--- config.mk ---
export PLATFORM = sky130hd
export DESIGN_NAME = braille_utf8_pattern_store_top
export DESIGN_NICKNAME = d
export VERILOG_FILES = /design/src/bups_pkg.sv /design/src/braille_utf8_pattern_store_top.sv /design/src/bups_ram.sv /design/src/bups_front.sv /design/src/bups_queue.sv /design/src/bups_back.sv
export VERILOG_INCLUDE_DIRS = /design/src /design/src/src
export SDC_FILE = /design/constraint.sdc
export NUM_CORES = 1
export LEC_CHECK = 0
export BUFFER_PORTS_ARGS = -buffer_cell sky130_fd_sc_hd__buf_2
export CAP_MARGIN = 40
export CORE_UTILIZATION = 49
export CTS_BUF_LIST = sky130_fd_sc_hd__clkbuf_8
export DETAILED_ROUTE_END_ITERATION = 8
export PLACE_DENSITY_LB_ADDON = 0.05
export SETUP_SLACK_MARGIN = 0.3
export SYNTH_ARGS = -nofsm -noshare
export SYNTH_HDL_FRONTEND = slang
export SYNTH_SLANG_ARGS = --single-unit
--- constraint.sdc ---
create_clock -name clock -period 6.6 [get_ports clock]
set_input_delay 0.33 -clock clock [delete_from_list [all_inputs] [get_ports clock]]
set_output_delay 0.33 -clock clock [all_outputs]
set_load 0.02 [all_outputs]
--- src/braille_utf8_pattern_store_top_macros.svh ---
// Assertion helpers for the braille pattern store.
`ifndef BRAILLE_UTF8_PATTERN_STORE_TOP_MACROS_SVH
`define BRAILLE_UTF8_PATTERN_STORE_TOP_MACROS_SVH
`ifndef NO_ASSERTIONS
`define BUPS_ASSERT_NOW(label, clk, rst, ante, cons) \
   label: assert property (@(posedge clk) disable iff (rst) (ante) |-> (cons)) \
      else $error("bups assertion failed");
`define BUPS_ASSERT_NEXT(label, clk, rst, ante, cons) \
   label: assert property (@(posedge clk) disable iff (rst) (ante) |=> (cons)) \
      else $error("bups assertion failed");
`else
`define BUPS_ASSERT_NOW(label, clk, rst, ante, cons)
`define BUPS_ASSERT_NEXT(label, clk, rst, ante, cons)
`endif
`endif

--- src/bups_pkg.sv ---
`default_nettype none
package bups_pkg;

   localparam int CELL_COUNT_W = 7;
   localparam int CMD_IDX_W    = 9;

   localparam logic [1:0] ACT_BYTE = 2'd0;
   localparam logic [1:0] ACT_END  = 2'd1;
   localparam logic [1:0] ACT_READ = 2'd2;

   localparam logic [7:0] LEAD_BYTE    = 8'hE2;
   localparam logic [7:0] MID_MASK     = 8'hFC;
   localparam logic [7:0] MID_BASE     = 8'hA0;
   localparam logic [7:0] TAIL_MASK    = 8'hC0;
   localparam logic [7:0] TAIL_BASE    = 8'h80;
   localparam logic [7:0] DOT_LOW_MASK = 8'h3F;

   typedef struct packed {
      logic [1:0] action;
      logic [7:0] payload_byte;
   } req_type;

   typedef struct packed {
      logic [7:0] lead_byte;
      logic [7:0] mid_byte;
      logic [7:0] tail_byte;
      logic       has_cell;
      logic       last;
   } rsp_type;

   typedef enum logic [1:0] {
      CMD_STORE,
      CMD_CLEAR,
      CMD_READ
   } cmd_op_type;

   // lo: store address or first cell to clear; hi: clear limit or read cell count
   typedef struct packed {
      cmd_op_type           op;
      logic [CMD_IDX_W-1:0] lo;
      logic [CMD_IDX_W-1:0] hi;
      logic [7:0]           dots;
   } cmd_type;

endpackage
`default_nettype wire

--- src/braille_utf8_pattern_store_top.sv ---
// Channel  Dir  Handshake             Payload
// req      in   req_valid, req_stall  bups_pkg::req_type (action, payload_byte)
// rsp      out  rsp_valid, rsp_stall  bups_pkg::rsp_type (UTF-8 triplet, has_cell, last)
// csr      in   csr_wr_en             cell_count, 7 bits
//
// The front takes one transfer per cycle while the command queue has room.
// Back end: a store or an end-mark clear retires in IDLE; a read leaves IDLE, visits SCAN_RD
// and SCAN_CHK per cell checked walking back (the blanks and the last filled cell), then
// EMIT_RD (registered RAM read) and EMIT_LOAD per triplet sent; an empty reply uses EMPTY.
// Reset is synchronous; it clears the per-cell valid bits at once, no clearing pass.
// req_stall rises while the queue is full; rsp_stall holds the output register and emit walk.
`default_nettype none
module braille_utf8_pattern_store_top #(
   parameter int MAX_CELLS   = 64,
   parameter int QUEUE_DEPTH = 4
) (
   input  wire logic                              clock,
   input  wire logic                              reset,
   input  wire logic                              req_valid,
   output logic                                   req_stall,
   input  wire bups_pkg::req_type                 req_data,
   output logic                                   rsp_valid,
   input  wire logic                              rsp_stall,
   output bups_pkg::rsp_type                      rsp_data,
   input  wire logic                              csr_wr_en,
   input  wire logic [bups_pkg::CELL_COUNT_W-1:0] csr_wr_data
);
   logic [bups_pkg::CELL_COUNT_W-1:0] cell_count_ff;
   logic                              q_full;
   logic                              q_empty;
   logic                              q_push;
   logic                              q_pop;
   bups_pkg::cmd_type                 push_cmd;
   bups_pkg::cmd_type                 pop_cmd;

   always_ff @(posedge clock) begin
      if (reset) begin
         cell_count_ff <= '0;
      end else if (csr_wr_en) begin
         cell_count_ff <= csr_wr_data;
      end
   end

   bups_front #(
      .MAX_CELLS(MAX_CELLS)
   ) u_front (
      .clock     (clock),
      .reset     (reset),
      .req_valid (req_valid),
      .req_stall (req_stall),
      .req_data  (req_data),
      .cell_count(cell_count_ff),
      .q_full    (q_full),
      .q_push    (q_push),
      .q_cmd     (push_cmd)
   );

   bups_queue #(
      .DEPTH(QUEUE_DEPTH)
   ) u_queue (
      .clock    (clock),
      .reset    (reset),
      .push     (q_push),
      .push_data(push_cmd),
      .full     (q_full),
      .pop      (q_pop),
      .pop_data (pop_cmd),
      .empty    (q_empty)
   );

   bups_back #(
      .MAX_CELLS(MAX_CELLS)
   ) u_back (
      .clock    (clock),
      .reset    (reset),
      .q_empty  (q_empty),
      .q_pop    (q_pop),
      .q_cmd    (pop_cmd),
      .rsp_valid(rsp_valid),
      .rsp_stall(rsp_stall),
      .rsp_data (rsp_data)
   );
endmodule
`default_nettype wire

--- src/bups_ram.sv ---
`default_nettype none
module bups_ram #(
   parameter int WIDTH = 8,
   parameter int DEPTH = 64
) (
   input  wire logic                                    clock,
   input  wire logic                                    wr_en,
   input  wire logic [(DEPTH > 1 ? $clog2(DEPTH) : 1)-1:0] wr_addr,
   input  wire logic [WIDTH-1:0]                        wr_data,
   input  wire logic [(DEPTH > 1 ? $clog2(DEPTH) : 1)-1:0] rd_addr,
   output logic      [WIDTH-1:0]                        rd_data
);
   logic [WIDTH-1:0] mem_ff [DEPTH];
   logic [WIDTH-1:0] rd_data_ff;

   always_ff @(posedge clock) begin
      if (wr_en) begin
         mem_ff[wr_addr] <= wr_data;
      end
      rd_data_ff <= mem_ff[rd_addr];
   end

   assign rd_data = rd_data_ff;
endmodule
`default_nettype wire

--- src/bups_front.sv ---
`default_nettype none
`include "braille_utf8_pattern_store_top_macros.svh"
module bups_front #(
   parameter int MAX_CELLS = 64
) (
   input  wire logic                                   clock,
   input  wire logic                                   reset,
   input  wire logic                                   req_valid,
   output logic                                        req_stall,
   input  wire bups_pkg::req_type                      req_data,
   input  wire logic [bups_pkg::CELL_COUNT_W-1:0]      cell_count,
   input  wire logic                                   q_full,
   output logic                                        q_push,
   output bups_pkg::cmd_type                           q_cmd
);
   localparam int CW = $clog2(MAX_CELLS + 1);
   localparam int IW = bups_pkg::CMD_IDX_W;

   localparam logic [1:0] POS_LEAD = 2'd0;
   localparam logic [1:0] POS_MID  = 2'd1;
   localparam logic [1:0] POS_TAIL = 2'd2;

   logic [CW-1:0] n_cells;
   logic          accept;
   logic [7:0]    b;

   logic [CW-1:0] wp_ff,      wp_in;
   logic [1:0]    tp_ff,      tp_in;
   logic [7:0]    held_ff,    held_in;
   logic          lead_ok_ff, lead_ok_in;
   logic          stopped_ff, stopped_in;

   assign n_cells = (32'(cell_count) > MAX_CELLS) ? CW'(MAX_CELLS) : CW'(cell_count);
   assign req_stall = q_full;
   assign accept = req_valid && !q_full;
   assign b = req_data.payload_byte;

   always_comb begin
      wp_in      = wp_ff;
      tp_in      = tp_ff;
      held_in    = held_ff;
      lead_ok_in = lead_ok_ff;
      stopped_in = stopped_ff;
      q_push     = 1'b0;
      q_cmd      = '0;
      if (accept) begin
         unique case (req_data.action)
            bups_pkg::ACT_BYTE: begin
               if (!stopped_ff) begin
                  if (wp_ff >= n_cells) begin
                     stopped_in = 1'b1;
                  end else begin
                     priority if (tp_ff == POS_LEAD) begin
                        lead_ok_in = (b == bups_pkg::LEAD_BYTE);
                        if (b != bups_pkg::LEAD_BYTE) begin
                           stopped_in = 1'b1;
                        end else begin
                           tp_in = POS_MID;
                        end
                     end else if (tp_ff == POS_MID) begin
                        if ((b & bups_pkg::MID_MASK) != bups_pkg::MID_BASE) begin
                           stopped_in = 1'b1;
                        end else begin
                           held_in = b;
                           tp_in   = POS_TAIL;
                        end
                     end else begin
                        if (!lead_ok_ff || (b & bups_pkg::TAIL_MASK) != bups_pkg::TAIL_BASE) begin
                           stopped_in = 1'b1;
                        end else begin
                           q_push     = 1'b1;
                           q_cmd.op   = bups_pkg::CMD_STORE;
                           q_cmd.lo   = IW'(wp_ff);
                           q_cmd.dots = {held_ff[1:0], b[5:0]};
                           wp_in      = wp_ff + CW'(1);
                           tp_in      = POS_LEAD;
                           lead_ok_in = 1'b0;
                           // stop once the display is full
                           if (wp_ff + CW'(1) >= n_cells) begin
                              stopped_in = 1'b1;
                           end
                        end
                     end
                  end
               end
            end
            bups_pkg::ACT_END: begin
               q_push     = 1'b1;
               q_cmd.op   = bups_pkg::CMD_CLEAR;
               q_cmd.lo   = IW'(wp_ff);
               q_cmd.hi   = IW'(n_cells);
               wp_in      = '0;
               tp_in      = POS_LEAD;
               held_in    = '0;
               lead_ok_in = 1'b0;
               stopped_in = 1'b0;
            end
            bups_pkg::ACT_READ: begin
               q_push   = 1'b1;
               q_cmd.op = bups_pkg::CMD_READ;
               q_cmd.hi = IW'(n_cells);
            end
            default: begin
            end
         endcase
      end
   end

   always_ff @(posedge clock) begin
      if (reset) begin
         wp_ff      <= '0;
         tp_ff      <= POS_LEAD;
         held_ff    <= '0;
         lead_ok_ff <= 1'b0;
         stopped_ff <= 1'b0;
      end else begin
         wp_ff      <= wp_in;
         tp_ff      <= tp_in;
         held_ff    <= held_in;
         lead_ok_ff <= lead_ok_in;
         stopped_ff <= stopped_in;
      end
   end

   `BUPS_ASSERT_NOW(a_tail_needs_lead, clock, reset, tp_ff == POS_TAIL, lead_ok_ff)
endmodule
`default_nettype wire

--- src/bups_queue.sv ---
`default_nettype none
`include "braille_utf8_pattern_store_top_macros.svh"
module bups_queue #(
   parameter int DEPTH = 4
) (
   input  wire logic              clock,
   input  wire logic              reset,
   input  wire logic              push,
   input  wire bups_pkg::cmd_type push_data,
   output logic                   full,
   input  wire logic              pop,
   output bups_pkg::cmd_type      pop_data,
   output logic                   empty
);
   localparam int PW = DEPTH > 1 ? $clog2(DEPTH) : 1;
   localparam int CW = $clog2(DEPTH + 1);

   bups_pkg::cmd_type entry_ff [DEPTH];
   logic [PW-1:0] wr_ptr_ff, wr_ptr_in;
   logic [PW-1:0] rd_ptr_ff, rd_ptr_in;
   logic [CW-1:0] count_ff,  count_in;
   logic          do_push, do_pop;

   assign full     = (count_ff == CW'(DEPTH));
   assign empty    = (count_ff == '0);
   assign do_push  = push && !full;
   assign do_pop   = pop && !empty;
   assign pop_data = entry_ff[rd_ptr_ff];

   always_comb begin
      wr_ptr_in = wr_ptr_ff;
      rd_ptr_in = rd_ptr_ff;
      count_in  = count_ff;
      if (do_push) begin
         wr_ptr_in = (wr_ptr_ff == PW'(DEPTH - 1)) ? '0 : wr_ptr_ff + PW'(1);
      end
      if (do_pop) begin
         rd_ptr_in = (rd_ptr_ff == PW'(DEPTH - 1)) ? '0 : rd_ptr_ff + PW'(1);
      end
      priority if (do_push && !do_pop) begin
         count_in = count_ff + CW'(1);
      end else if (do_pop && !do_push) begin
         count_in = count_ff - CW'(1);
      end else begin
      end
   end

   always_ff @(posedge clock) begin
      if (reset) begin
         wr_ptr_ff <= '0;
         rd_ptr_ff <= '0;
         count_ff  <= '0;
      end else begin
         wr_ptr_ff <= wr_ptr_in;
         rd_ptr_ff <= rd_ptr_in;
         count_ff  <= count_in;
      end
   end

   always_ff @(posedge clock) begin
      if (do_push) begin
         entry_ff[wr_ptr_ff] <= push_data;
      end
   end

   `BUPS_ASSERT_NOW(a_queue_bound, clock, reset, 1'b1, count_ff <= CW'(DEPTH))
   `BUPS_ASSERT_NOW(a_no_push_full, clock, reset, push, !full)
   `BUPS_ASSERT_NEXT(a_push_fills, clock, reset, push && !pop, !empty)
endmodule
`default_nettype wire

--- src/bups_back.sv ---
`default_nettype none
`include "braille_utf8_pattern_store_top_macros.svh"
module bups_back #(
   parameter int MAX_CELLS = 64
) (
   input  wire logic              clock,
   input  wire logic              reset,
   input  wire logic              q_empty,
   output logic                   q_pop,
   input  wire bups_pkg::cmd_type q_cmd,
   output logic                   rsp_valid,
   input  wire logic              rsp_stall,
   output bups_pkg::rsp_type      rsp_data
);
   localparam int AW = MAX_CELLS > 1 ? $clog2(MAX_CELLS) : 1;
   localparam int IW = bups_pkg::CMD_IDX_W;

   typedef enum logic [2:0] {
      ST_IDLE,
      ST_SCAN_RD,
      ST_SCAN_CHK,
      ST_EMIT_RD,
      ST_EMIT_LOAD,
      ST_EMPTY
   } state_type;

   state_type          state_ff, state_in;
   logic [AW-1:0]      idx_ff, idx_in;
   logic [AW-1:0]      last_idx_ff, last_idx_in;
   logic [MAX_CELLS-1:0] valid_ff, valid_in;
   logic               rd_valid_ff;
   logic               rsp_valid_ff, rsp_valid_in;
   bups_pkg::rsp_type  rsp_data_ff, rsp_data_in;

   logic               wr_en;
   logic [AW-1:0]      wr_addr;
   logic [7:0]         rd_data;
   logic [7:0]         rd_dots;
   logic               out_free;

   bups_ram #(
      .WIDTH(8),
      .DEPTH(MAX_CELLS)
   ) u_cell_ram (
      .clock  (clock),
      .wr_en  (wr_en),
      .wr_addr(wr_addr),
      .wr_data(q_cmd.dots),
      .rd_addr(idx_ff),
      .rd_data(rd_data)
   );

   // cells never written since reset or since the last clear read as blank
   assign rd_dots  = rd_valid_ff ? rd_data : 8'h00;
   assign out_free = !rsp_valid_ff || !rsp_stall;
   assign wr_addr  = AW'(q_cmd.lo);

   always_comb begin
      state_in     = state_ff;
      idx_in       = idx_ff;
      last_idx_in  = last_idx_ff;
      valid_in     = valid_ff;
      rsp_valid_in = rsp_valid_ff && rsp_stall;
      rsp_data_in  = rsp_data_ff;
      q_pop        = 1'b0;
      wr_en        = 1'b0;
      unique case (state_ff)
         ST_IDLE: begin
            if (!q_empty) begin
               q_pop = 1'b1;
               unique case (q_cmd.op)
                  bups_pkg::CMD_STORE: begin
                     wr_en             = 1'b1;
                     valid_in[wr_addr] = 1'b1;
                  end
                  bups_pkg::CMD_CLEAR: begin
                     for (int i = 0; i < MAX_CELLS; i++) begin
                        if (IW'(i) >= q_cmd.lo && IW'(i) < q_cmd.hi) begin
                           valid_in[i] = 1'b0;
                        end
                     end
                  end
                  bups_pkg::CMD_READ: begin
                     if (q_cmd.hi == '0) begin
                        state_in = ST_EMPTY;
                     end else begin
                        idx_in   = AW'(q_cmd.hi - IW'(1));
                        state_in = ST_SCAN_RD;
                     end
                  end
                  default: begin
                  end
               endcase
            end
         end
         ST_SCAN_RD: begin
            state_in = ST_SCAN_CHK;
         end
         ST_SCAN_CHK: begin
            // walk back past trailing blank cells
            priority if (rd_dots != 8'h00) begin
               last_idx_in = idx_ff;
               idx_in      = '0;
               state_in    = ST_EMIT_RD;
            end else if (idx_ff == '0) begin
               state_in = ST_EMPTY;
            end else begin
               idx_in   = idx_ff - AW'(1);
               state_in = ST_SCAN_RD;
            end
         end
         ST_EMIT_RD: begin
            state_in = ST_EMIT_LOAD;
         end
         ST_EMIT_LOAD: begin
            if (out_free) begin
               rsp_valid_in          = 1'b1;
               rsp_data_in.lead_byte = bups_pkg::LEAD_BYTE;
               rsp_data_in.mid_byte  = bups_pkg::MID_BASE | {6'b000000, rd_dots[7:6]};
               rsp_data_in.tail_byte = bups_pkg::TAIL_BASE | (rd_dots & bups_pkg::DOT_LOW_MASK);
               rsp_data_in.has_cell  = 1'b1;
               rsp_data_in.last      = (idx_ff == last_idx_ff);
               if (idx_ff == last_idx_ff) begin
                  state_in = ST_IDLE;
               end else begin
                  idx_in   = idx_ff + AW'(1);
                  state_in = ST_EMIT_RD;
               end
            end
         end
         ST_EMPTY: begin
            if (out_free) begin
               rsp_valid_in          = 1'b1;
               rsp_data_in.lead_byte = 8'h00;
               rsp_data_in.mid_byte  = 8'h00;
               rsp_data_in.tail_byte = 8'h00;
               rsp_data_in.has_cell  = 1'b0;
               rsp_data_in.last      = 1'b1;
               state_in              = ST_IDLE;
            end
         end
         default: begin
            state_in = ST_IDLE;
         end
      endcase
   end

   always_ff @(posedge clock) begin
      if (reset) begin
         state_ff     <= ST_IDLE;
         valid_ff     <= '0;
         rsp_valid_ff <= 1'b0;
      end else begin
         state_ff     <= state_in;
         valid_ff     <= valid_in;
         rsp_valid_ff <= rsp_valid_in;
         rsp_data_ff  <= rsp_data_in;
      end
   end

   always_ff @(posedge clock) begin
      idx_ff      <= idx_in;
      last_idx_ff <= last_idx_in;
      rd_valid_ff <= valid_ff[idx_ff];
   end

   assign rsp_valid = rsp_valid_ff;
   assign rsp_data  = rsp_data_ff;

   `BUPS_ASSERT_NOW(a_empty_is_last, clock, reset, rsp_valid_ff && !rsp_data_ff.has_cell, rsp_data_ff.last && rsp_data_ff.lead_byte == 8'h00)
endmodule
`default_nettype wire

==> out/results.ini <==
[status]
status = complete, no violations

[power]
pwr_density_cell_nw_per_um2 = 392
ir_worst_vdd_mv = 0.328
fin_total_pwr_mw = 13.8
power_leakage_nw = 11.3

[floorplan]
rows = 92
io_pins = 50
start_util = 0.498
die_area_um2 = 65300
core_area_um2 = 63300
die_w_um = 256
die_h_um = 256

[logic_synthesis]
async_flop_share = 0
synth_ff_type = edfxtp_1
synth_enable_flop_cells = 630
syn_avg_cell_area_um2 = 16.3
yosysSeqAreaShare = 0.668
ys_warn_count = 0
synth_cell_type_count = 79
yosys-top-cells-area = edfxtp_1, mux4_2, dfxtp_1
ys_ff_latch = 736
syn-instance-count = 1932
yosysTopAreaCell = edfxtp_1
synth.top_cell.area_share = 0.600
netlist_area_um2 = 31500

[job]
drv_cap = 0

[placement]
dp_hpwl_um = 53900
place_congestion = 1.00
dp.cells = 2739
port_buffers = 40
dp_slack_ns = 2.45

[cts]
clk_pin_slew_ns = 0.05
cts_buffers = 119
clk_latency_ns = 0.75
clk_path_buf_depth = 3
ctsResizeCount = 0
ctsRootBufferMaster = clkbuf_8
cts.sinks = 736
tritoncts = built
htreeDepth = 3

[grt]
grt.total_usage = 0.258
grt_max_degree = 152
antenna_found_initial = 4
grt_pass1_wl_um = 125000
grt-ovfl-total = 0
grt_pass1_vias = 18400

[critical_path]
criticalPathCategory = reg2reg
path_cells = mux4_2, or2_2, nor2_1, nand2_1, nor2_1, a211oi_1, a311oi_1
arrival_ns = 4.81
endpoint_kind = flip-flop
crit_path_max_incr_delay_ns = 0.76
cp_max_fo = 21
slowest_stage = mux4_2
cp-start-kind = flip-flop
required_ns = 7.23
cpMostUsedCell = nor2_1

[drt]
first_pass_iters = 6
drtIter0Drc = 2131
post-route-drc-count = 0
antenna_left = 0
via_per_inst = 6.21
routed_wirelength_um = 83500
wl_per_cell_um = 27.9
route.vias.total = 18600

[final_layout]
nets = 2092
final_common_cell = edfxtp_1
instances_no_fill = 2989
area_growth_pct = 11.6
multi_input_area_um2 = 9810
ff_latch_area_um2 = 21000
final_cell_mix = edfxtp_1, mux4_2, nor2_1, clkbuf_8, dfxtp_1
drive_gt1_frac = 0.227
nFillCells = 5099

[sta]
setup_slack_ns = 2.42
period_minus_slack_ns = 4.18
max_freq_mhz = 239
clock_skew_ns = 0.0314
tightest_slew_ns = 1.13
setup_tns_ns = 0
setup_viol = 0
rsz0062_at_grt = no
hold_violations = 0
whs_ns = 0.112
finalCritPeriodShare = 0.634
relSlewSlack = 0.244
slew_violations = 0

[worst_hold_path]
holdCritPathClass = in2reg

per-stage QoR:
| stage | utilization | area [um2] |
|---|---|---|
| finish | 0.555 | 35200 |
| global route | 0.555 | 35200 |
| CTS | 0.555 | 35200 |
| detailed placement | 0.516 | 32700 |
| global placement | 0.513 | 32500 |
| floorplan | - | 31500 |
what timing repair did:
action	CTS	global route
endpoints found under the hold margin	42	0
buffers inserted	0	0
hold buffers	24	0
power breakdown:
group / switching, mW / internal [mW]
Clock: 1.81 / 1.88
Sequential: 0.113 / 5.67
Combinational: 2.91 / 1.43
worst max-delay path, delay by kind of cell, from the launching register on:
kind	cells	cell delay [ns]
AO/OA/AOI/OAI	2	0.37
multiplexers	1	0.76
flip-flops	1	0.55
AND/OR/NAND/NOR	4	2.40
state kept, by name, indices dropped and copies added, names as in the netlist, 2 cells and up, named ones only:
name	flops
cell_count_ff	7
u_back.idx_ff	6
u_back.last_idx_ff	6
u_back.rsp_data	10
u_back.state_ff	3
u_back.u_cell_ram.mem_ff	512
u_back.u_cell_ram.rd_data	8
u_back.valid_ff	64
u_front.held_ff	2
u_front.tp_ff	2
u_front.wp_ff	7
u_queue.count_ff	3
u_queue.entry_ff	96
u_queue.rd_ptr_ff	2
u_queue.wr_ptr_ff	2
synthesized netlist by cell type, types with 25 or more instances:
| cell type | count |
|---|---|
| a21oi_1 | 63 |
| dfxtp_1 | 106 |
| mux4_2 | 212 |
| and2_1 | 34 |
| ha_1 | 30 |
| a221oi_1 | 25 |
| inv_1 | 33 |
| o21ai_0 | 38 |
| nor3_1 | 51 |
| nor2_1 | 162 |
| nand2_1 | 93 |
| a211oi_1 | 25 |
| nand3_1 | 42 |
| clkbuf_1 | 79 |
| edfxtp_1 | 630 |
kinds of logic (layout without fill, tap and decap cells):
logic type,Yosys count,count (layout),share of synthesized area
and+or+nand+nor,476,476,0.0729
AOI/OAI and AO/OA,272,272,0.0600
DFF,736,736,0.668
adders and majority gates,31,31,0.0125
xor gates and xnor gates,16,16,0.00445
other,1,11,0.000119
muxes,237,237,0.160
buffers and inverters,163,364,0.0227
worst paths after layout:
path	start	endpoint	depth (start not counted)	slack [ns]
setup / recovery	flip-flop	u_back.valid_ff[8]$_SDFFE_PP0P_	7	2.42
setup reg to reg	flip-flop	u_back.valid_ff[8]$_SDFFE_PP0P_	7	2.42
hold reg to reg	u_back.valid_ff[13]$_SDFFE_PP0P_	u_back.valid_ff[13]$_SDFFE_PP0P_	2	0.47
hold / removal	req_data[7]	u_front.stopped_ff$_SDFFE_PP0P_	6	0.11
routing by layer:
layer	track usage	vias to the layer above	part of all wire
li1	-	7984	-
met1	0.373	9547	0.43
met2	0.392	844	0.46
met3	0.0561	175	0.078
met4	0.0822	0	0.030
met5	0	-	0
layout make-up:
cell class / instances / share of cell area
Multi-Input combinational cell: 1041 / 0.279
Inverter: 34 / 0.00363
Antenna cell: 2 / 0.000142
Sequential cell: 736 / 0.598
Tap cell: 846 / 0.0301
Timing Repair Buffer: 107 / 0.0248
Clock inverter: 95 / 0.0141
Clock buffer: 128 / 0.0501
(Power assumes the default switching activity.)
